$ cat src/rtl/lkv_pkg.sv
`timescale 1ns / 1ps

package lkv_pkg;

  localparam int DefaultEntries = 16;
  localparam int DefaultKeyBits = 32;

  localparam int CapWidth   = 5;
  localparam int ReqWidth   = 2;
  localparam int KeyInWidth = 32;
  localparam int DataWidth  = 32;

  localparam logic [CapWidth-1:0]  CapReset  = 5'd16;
  localparam logic [DataWidth-1:0] MissValue = 32'hFFFF_FFFF;

  localparam logic [ReqWidth-1:0] ReqInsert = 2'd0;
  localparam logic [ReqWidth-1:0] ReqGet    = 2'd1;
  localparam logic [ReqWidth-1:0] ReqPeek   = 2'd2;

  typedef struct packed {
    logic load_req;
    logic execute;
    logic load_out;
  } dp_cmd_t;

endpackage

$ cat src/rtl/lru_key_value_cache.sv
// Pipeline: the request register loads on accept; the key match, recency update and value
// read happen in the match state and the output register loads in the finish state, which
// overlaps the next accept; an output stall holds the finish state and the next accept.
// Reset: asynchronous, active low; empties the store and sets capacity to 16.
// The store is usable in the first cycle after reset release.
`timescale 1ns / 1ps

module lru_key_value_cache import lkv_pkg::*; #(
  parameter int ENTRIES  = DefaultEntries,
  parameter int KEY_BITS = DefaultKeyBits
) (
  input  logic                  clk_i,
  input  logic                  rst_ni,
  input  logic                  cfg_we_i,
  input  logic [CapWidth-1:0]   cfg_wdata_i,
  input  logic                  s_axis_tvalid_i,
  output logic                  s_axis_tready_o,
  input  logic [63:0]           s_axis_tdata_i,  // lookup_key[31:0], write_value[63:32]
  input  logic [ReqWidth-1:0]   s_axis_tuser_i,  // req_type[1:0]
  output logic                  m_axis_tvalid_o,
  input  logic                  m_axis_tready_i,
  output logic [DataWidth-1:0]  m_axis_tdata_o,  // read_value[31:0]
  output logic                  m_axis_tuser_o   // found[0]
);

  dp_cmd_t cmd;

  lkv_ctrl u_ctrl (
    .clk_i           (clk_i),
    .rst_ni          (rst_ni),
    .s_axis_tvalid_i (s_axis_tvalid_i),
    .s_axis_tready_o (s_axis_tready_o),
    .m_axis_tvalid_o (m_axis_tvalid_o),
    .m_axis_tready_i (m_axis_tready_i),
    .cmd_o           (cmd)
  );

  lkv_datapath #(
    .ENTRIES  (ENTRIES),
    .KEY_BITS (KEY_BITS)
  ) u_datapath (
    .clk_i         (clk_i),
    .rst_ni        (rst_ni),
    .cmd_i         (cmd),
    .cfg_we_i      (cfg_we_i),
    .cfg_wdata_i   (cfg_wdata_i),
    .req_type_i    (s_axis_tuser_i),
    .lookup_key_i  (s_axis_tdata_i[31:0]),
    .write_value_i (s_axis_tdata_i[63:32]),
    .found_o       (m_axis_tuser_o),
    .read_value_o  (m_axis_tdata_o)
  );

endmodule

$ cat src/rtl/lkv_ctrl.sv
`timescale 1ns / 1ps

module lkv_ctrl import lkv_pkg::*; (
  input  logic    clk_i,
  input  logic    rst_ni,
  input  logic    s_axis_tvalid_i,
  output logic    s_axis_tready_o,
  output logic    m_axis_tvalid_o,
  input  logic    m_axis_tready_i,
  output dp_cmd_t cmd_o
);

  typedef enum logic [1:0] {
    StIdle,
    StMatch,
    StFinish
  } state_e;

  state_e state_q;
  logic   m_tvalid_q;
  logic   out_free;
  logic   accept;

  assign out_free        = !m_tvalid_q || m_axis_tready_i;
  assign s_axis_tready_o = (state_q == StIdle) || ((state_q == StFinish) && out_free);
  assign accept          = s_axis_tvalid_i && s_axis_tready_o;
  assign m_axis_tvalid_o = m_tvalid_q;

  assign cmd_o.load_req = accept;
  assign cmd_o.execute  = (state_q == StMatch);
  assign cmd_o.load_out = (state_q == StFinish) && out_free;

  always_ff @(posedge clk_i or negedge rst_ni) begin
    if (!rst_ni) begin
      state_q    <= StIdle;
      m_tvalid_q <= 1'b0;
    end else begin
      case (state_q)
        StIdle: begin
          if (accept) state_q <= StMatch;
        end
        StMatch: begin
          state_q <= StFinish;
        end
        StFinish: begin
          if (out_free) state_q <= accept ? StMatch : StIdle;
        end
        default: begin
          state_q <= StIdle;
        end
      endcase
      if (cmd_o.load_out) begin
        m_tvalid_q <= 1'b1;
      end else if (m_axis_tready_i) begin
        m_tvalid_q <= 1'b0;
      end
    end
  end

endmodule

$ cat src/rtl/lkv_datapath.sv
`timescale 1ns / 1ps

module lkv_datapath import lkv_pkg::*; #(
  parameter int ENTRIES  = DefaultEntries,
  parameter int KEY_BITS = DefaultKeyBits
) (
  input  logic                  clk_i,
  input  logic                  rst_ni,
  input  dp_cmd_t               cmd_i,
  input  logic                  cfg_we_i,
  input  logic [CapWidth-1:0]   cfg_wdata_i,
  input  logic [ReqWidth-1:0]   req_type_i,
  input  logic [KeyInWidth-1:0] lookup_key_i,
  input  logic [DataWidth-1:0]  write_value_i,
  output logic                  found_o,
  output logic [DataWidth-1:0]  read_value_o
);

  localparam int IdxW = $clog2(ENTRIES);
  localparam int CntW = $clog2(ENTRIES + 1);
  localparam int CmpW = (CntW > CapWidth) ? CntW : CapWidth;

  logic [CapWidth-1:0]  cap_q;
  logic [CntW-1:0]      count_q;
  logic [ENTRIES-1:0]   valid_q;
  logic [IdxW-1:0]      rank_q [ENTRIES];
  logic [KEY_BITS-1:0]  key_q  [ENTRIES];
  logic [DataWidth-1:0] value_mem [ENTRIES];
  logic [DataWidth-1:0] rdata_q;

  logic [ReqWidth-1:0]  req_type_q;
  logic [KEY_BITS-1:0]  req_key_q;
  logic [DataWidth-1:0] req_val_q;
  logic                 found_q;
  logic                 use_mem_q;
  logic                 found_out_q;
  logic [DataWidth-1:0] value_out_q;

  logic [CmpW-1:0]    cap_ext;
  logic [CntW-1:0]    eff_cap;
  logic               full;
  logic [IdxW-1:0]    last_rank;
  logic [ENTRIES-1:0] hit_vec, victim_vec, mru_vec;
  logic [IdxW-1:0]    hit_idx, victim_idx, free_idx, mru_idx;
  logic               hit, any_mru;
  logic               is_ins, is_get, is_peek;
  logic [IdxW-1:0]    ins_slot, touch_slot;
  logic [CntW-1:0]    touch_r;
  logic               do_touch, new_entry, key_we, mem_re;
  logic               found_d, use_mem_d;

  assign cap_ext   = CmpW'(cap_q);
  assign last_rank = IdxW'(count_q - CntW'(1));

  always_comb begin
    if (cap_q == '0) begin
      eff_cap = CntW'(1);
    end else if (cap_ext > CmpW'(ENTRIES)) begin
      eff_cap = CntW'(ENTRIES);
    end else begin
      eff_cap = CntW'(cap_ext);
    end
  end

  assign full = (count_q >= eff_cap);

  always_comb begin
    hit_idx    = '0;
    victim_idx = '0;
    free_idx   = '0;
    mru_idx    = '0;
    for (int i = 0; i < ENTRIES; i++) begin
      hit_vec[i]    = valid_q[i] && (key_q[i] == req_key_q);
      victim_vec[i] = valid_q[i] && (rank_q[i] == last_rank);
      mru_vec[i]    = valid_q[i] && (rank_q[i] == '0);
    end
    for (int i = ENTRIES - 1; i >= 0; i--) begin
      if (hit_vec[i])    hit_idx    = IdxW'(i);
      if (victim_vec[i]) victim_idx = IdxW'(i);
      if (mru_vec[i])    mru_idx    = IdxW'(i);
      if (!valid_q[i])   free_idx   = IdxW'(i);
    end
  end

  assign hit     = |hit_vec;
  assign any_mru = |mru_vec;
  assign is_ins  = (req_type_q == ReqInsert);
  assign is_get  = (req_type_q == ReqGet);
  assign is_peek = (req_type_q == ReqPeek);

  always_comb begin
    if (hit) begin
      ins_slot = hit_idx;
      touch_r  = CntW'(rank_q[hit_idx]);
    end else if (full) begin
      ins_slot = victim_idx;
      touch_r  = CntW'(last_rank);
    end else begin
      ins_slot = free_idx;
      touch_r  = count_q;
    end
    if (!is_ins) touch_r = CntW'(rank_q[hit_idx]);
  end

  assign touch_slot = is_ins ? ins_slot : hit_idx;
  assign do_touch   = cmd_i.execute && (is_ins || (is_get && hit));
  assign new_entry  = cmd_i.execute && is_ins && !hit && !full;
  assign key_we     = cmd_i.execute && is_ins && !hit;
  assign mem_re     = cmd_i.execute && !is_ins;
  assign found_d    = (is_ins && hit) || (is_get && hit) || (is_peek && any_mru);
  assign use_mem_d  = (is_get && hit) || (is_peek && any_mru);

  always_ff @(posedge clk_i or negedge rst_ni) begin
    if (!rst_ni) begin
      cap_q   <= CapReset;
      count_q <= '0;
      valid_q <= '0;
      for (int i = 0; i < ENTRIES; i++) rank_q[i] <= '0;
    end else begin
      if (cfg_we_i) cap_q <= cfg_wdata_i;
      if (new_entry) begin
        count_q           <= count_q + CntW'(1);
        valid_q[free_idx] <= 1'b1;
      end
      if (do_touch) begin
        for (int i = 0; i < ENTRIES; i++) begin
          if (valid_q[i] && (CntW'(rank_q[i]) < touch_r)) rank_q[i] <= rank_q[i] + IdxW'(1);
        end
        rank_q[touch_slot] <= '0;
      end
    end
  end

  always_ff @(posedge clk_i) begin
    if (key_we) key_q[ins_slot] <= req_key_q;
  end

  always_ff @(posedge clk_i) begin
    if (cmd_i.execute && is_ins) value_mem[ins_slot] <= req_val_q;
    if (mem_re) rdata_q <= value_mem[is_get ? hit_idx : mru_idx];
  end

  always_ff @(posedge clk_i) begin
    if (cmd_i.load_req) begin
      req_type_q <= req_type_i;
      req_key_q  <= KEY_BITS'(lookup_key_i);
      req_val_q  <= write_value_i;
    end
    if (cmd_i.execute) begin
      found_q   <= found_d;
      use_mem_q <= use_mem_d;
    end
    if (cmd_i.load_out) begin
      found_out_q <= found_q;
      if (use_mem_q) begin
        value_out_q <= rdata_q;
      end else if (req_type_q == ReqInsert) begin
        value_out_q <= req_val_q;
      end else begin
        value_out_q <= MissValue;
      end
    end
  end

  assign found_o      = found_out_q;
  assign read_value_o = value_out_q;

endmodule

$ cat config.mk
export PLATFORM = sky130hd
export DESIGN_NAME = lru_key_value_cache
export DESIGN_NICKNAME = d
export VERILOG_FILES = /design/src/rtl/lkv_pkg.sv /design/src/rtl/lru_key_value_cache.sv /design/src/rtl/lkv_ctrl.sv /design/src/rtl/lkv_datapath.sv
export SDC_FILE = /design/constraint.sdc
export NUM_CORES = 2
export LEC_CHECK = 0
export ABC_CLOCK_PERIOD_IN_PS = 6250
export BUFFER_PORTS_ARGS = -buffer_cell sky130_fd_sc_hd__buf_2
export CORE_ASPECT_RATIO = 0.6
export CORE_UTILIZATION = 45
export DETAILED_ROUTE_END_ITERATION = 10
export SLEW_MARGIN = 20
export SYNTH_ARGS = -nofsm -noshare
export SYNTH_HDL_FRONTEND = slang
export SYNTH_SLANG_ARGS = --single-unit
$ cat constraint.sdc
create_clock -name clk_i -period 6.25 [get_ports clk_i]
set_input_delay 1.25 -clock clk_i [delete_from_list [all_inputs] [get_ports clk_i]]
set_output_delay 1.25 -clock clk_i [all_outputs]
set_load 0.01 [all_outputs]
==> results.json <==
{
  "finalNonFillerCells": 6170,
  "placed_cells_incl_taps": 5949,
  "crit_buf_inv": 3,
  "routed_via_density": 5.82,
  "drive_above_1_share_pct": 12.9,
  "power_leakage_uw": 0.0216,
  "drc": 0,
  "fillers": 10500,
  "synth.most_common_cell": "edfxtp_1",
  "drt-total-wl_um": 159000,
  "grt_pass1_wl_um": 231000,
  "startpoint_type": "register",
  "avgSynthCellArea_um2": 13.5,
  "dieArea_um2": 127000,
  "root_buffer": "clkbuf_16",
  "clkLatencyLatePin_ns": 0.77,
  "synth.top_cell.area_share_pct": 61.7,
  "area_delta_synth_final_pct": 13.9,
  "rows": 100,
  "synth_commonest_cells": "edfxtp_1 (1157), nand2_1 (355), xnor2_1 (335), xor2_1 (265), nor2_1 (193)",
  "ant_nets": 0,
  "grt_overflow": 0,
  "cp_max_fo": 24,
  "tightest_slew_ns": 1.04,
  "cts_tree": "yes",
  "gp_congestion": 0.941,
  "die_w_um": 459,
  "regToRegSetupSlack_ns": 0.26,
  "required_ns": 6.93,
  "grt_max_degree": 129,
  "vias": 35900,
  "crit_type": "reg2reg",
  "grt_pass1_vias": 32800,
  "synthCells": 4174,
  "rsz0062_at_grt": "false",
  "crit_path_frequent_cell": "a21oi_1",
  "cap_violations": 0,
  "port_buffers": 110,
  "async_flop_share_pct": 7.44,
  "cts_max_level": 3,
  "hpwlAfterDp_um": 102000,
  "ys_top_cells_by_area": "edfxtp_1 (62%), xnor2_1 (5.2%), xor2_1 (4.1%)",
  "ys_types": 76,
  "synth_top_area_cell": "edfxtp_1",
  "start_util_pct": 45.4,
  "seq_area_um2": 37100,
  "worstPathCellList": "buf_4 -> xor2_1 -> nor4_1 -> nand3_1 -> or3_1 -> o21ai_1 -> a221oi_2 -> o21ai_4 -> buf_12 -> mux2_2 -> o211ai_1 -> o21ai_0 -> a21oi_1 -> o21a_1 -> buf_4 -> ha_1 -> a21o_1 -> a21oi_1 -> o211ai_1 -> a41oi_1 -> a21oi_1 -> or3_1 -> a21oi_1",
  "setup_tns_ns": 0,
  "fmax_ghz": 0.167,
  "syn_area_um2": 56300,
  "synth_seq_area_share_pct": 65.9,
  "setup_viol": 0,
  "relSlewSlack_pct": 30.9,
  "dieHeight_um": 276,
  "drtPass1Iterations": 6,
  "wl_per_cell_um": 25.8,
  "synthFlopType": "edfxtp_1",
  "io_pins": 111,
  "cts_buffers": 113,
  "syn_nets": 4337,
  "clk_pin_slew_ns": 0.07,
  "grt.total_usage_pct": 24.9,
  "ctsHoldBuffers": 0,
  "crit_path_end_kind": "register",
  "drv_slew": 0,
  "drt_iter0_markers": 4541,
  "fin_nets": 4550,
  "multi_input_area_um2": 18100,
  "cpPeakStageDelay_ns": 0.57,
  "finalCriticalPeriod_ns": 5.99,
  "cts_buffer_depth": 3,
  "critical_path_arrival_ns": 6.66,
  "hold_path_class": "reg2reg",
  "fin_crit_sh_pct": 95.8,
  "finClkSkew_ns": 0.0763,
  "clock-sinks": 1250,
  "synth_edf_count": 1157,
  "hold_violations": 0,
  "synth-seq-cells": 1250,
  "crit_slowest_cell": "nor4_1",
  "core_um2": 124000,
  "power.density_nw_per_um2": 329,
  "yosysWarningCount": 0,
  "antenna_found_initial": 9,
  "status": "complete, no violations",
  "crit_family": "compound AO/OA/AOI/OAI gates",
  "peakVddDrop_v": 0.000263
}
[metal layers]
| layer | part of all wire [%] | routed length (µm) | global-route usage, % | up-vias |
|---|---|---|---|---|
| li1 | - | - | - | 16100 |
| met1 | 49 | 78200 | 41.0 | 18000 |
| met2 | 39 | 62500 | 33.0 | 1639 |
| met3 | 10 | 16300 | 5.90 | 169 |
| met4 | 1.4 | 2200 | 4.12 | 6 |
| met5 | 0.022 | 35 | 0 | - |
[final timing paths]
path | start | to | cells after the start
setup / recovery | u_datapath.req_key_q[10]$_DFFE_PP_ | u_datapath.rank_q[62]$_DFFE_PN0P_ | 23
hold / removal | u_datapath.cap_ext[0]$_DFFE_PN0P_ | u_datapath.cap_ext[0]$_DFFE_PN0P_ | 1
setup reg to reg | u_datapath.req_key_q[10]$_DFFE_PP_ | u_datapath.rank_q[62]$_DFFE_PN0P_ | 23
hold reg to reg | u_datapath.cap_ext[0]$_DFFE_PN0P_ | u_datapath.cap_ext[0]$_DFFE_PN0P_ | 1
max in group asynchronous | rst_ni | u_datapath.rank_q[46]$_DFFE_PN0P_ | 2
min in group asynchronous | rst_ni | u_datapath.rank_q[10]$_DFFE_PN0P_ | 1
[state kept, by name, indices dropped and copies added (netlist names), 5 cells and up]
name	cells
u_datapath.value_mem	512
u_datapath.req_val_q	32
u_datapath.count_q	5
u_datapath.req_key_q	32
u_datapath.valid_q	16
u_datapath.rank_q	64
u_datapath.read_value_o	32
u_datapath.rdata_q	32
u_datapath.cap_ext	5
u_datapath.key_q	512
[final cells by class]
class	count	area share (%)
Tap cell	1683	3.29
Inverter	98	0.574
Sequential cell	1250	57.8
Timing Repair Buffer	315	4.16
Clock inverter	85	1.45
Antenna cell	4	0.0156
Multi-Input combinational cell	2609	28.2
Clock buffer	126	4.49
[power by group]
part | internal [µW] | total [µW] | switching (µW) | leakage (µW)
Sequential | 9450 | 9680 | 228 | 0.0117
Combinational | 1470 | 4220 | 2750 | 0.00806
Clock | 3960 | 7210 | 3250 | 0.00185
Total | 14900 | 21100 | 6230 | 0.0216
[metrics by stage]
step | hold WS (ns) | cell area (µm²) | power, µW | util, % | setup WS [ns]
floorplan | 0.400 | 56300 | 12500 | - | 0.420
global placement | 0.506 | 60200 | 14000 | 48.6 | 0.301
detailed placement | 0.511 | 60200 | 14000 | 48.6 | 0.259
CTS | 0.533 | 64000 | 21200 | 51.6 | 0.198
global route | 0.547 | 64100 | 21900 | 51.7 | 0.00404
finish | 0.526 | 64100 | 21100 | 51.7 | 0.264
[cells in the final DEF, fill, tap and decap left out, types with 16 or more instances in the layout]
master / count
buf_12: 46
nand3_1: 51
nor2_2: 16
nor2_1: 159
a21oi_1: 159
buf_2: 109
o211ai_1: 21
mux2i_1: 34
clkinv_1: 29
and2_0: 58
o21ai_0: 39
a31oi_1: 67
inv_1: 98
nor3_1: 48
nor4_1: 114
edfxtp_1: 1157
nand2b_1: 36
clkbuf_16: 113
ha_1: 87
nand2_1: 355
a21o_1: 30
nand4_1: 158
buf_4: 160
xnor2_1: 335
clkinv_2: 25
xor2_1: 264
nor2_4: 18
a211oi_1: 171
and2_1: 81
dfrtp_1: 92
a311oi_1: 65
[what timing repair did]
action	4_1_cts	5_1_grt
setup endpoints to repair	0	37
setup buffers	0	6
endpoints found under the hold margin	0	0
resized for setup	0	2
[logic make-up after synthesis]
| logic type | after synthesis | synth area share [%] |
|---|---|---|
| compound gates | 641 | 7.91 |
| xor+xnor | 605 | 9.54 |
| fa+ha+maj | 87 | 1.93 |
| buf+inv | 315 | 2.51 |
| flops | 1250 | 65.9 |
| mux | 49 | 0.903 |
| simple gates | 1227 | 11.3 |
Power figures use the tool's default switching activity.
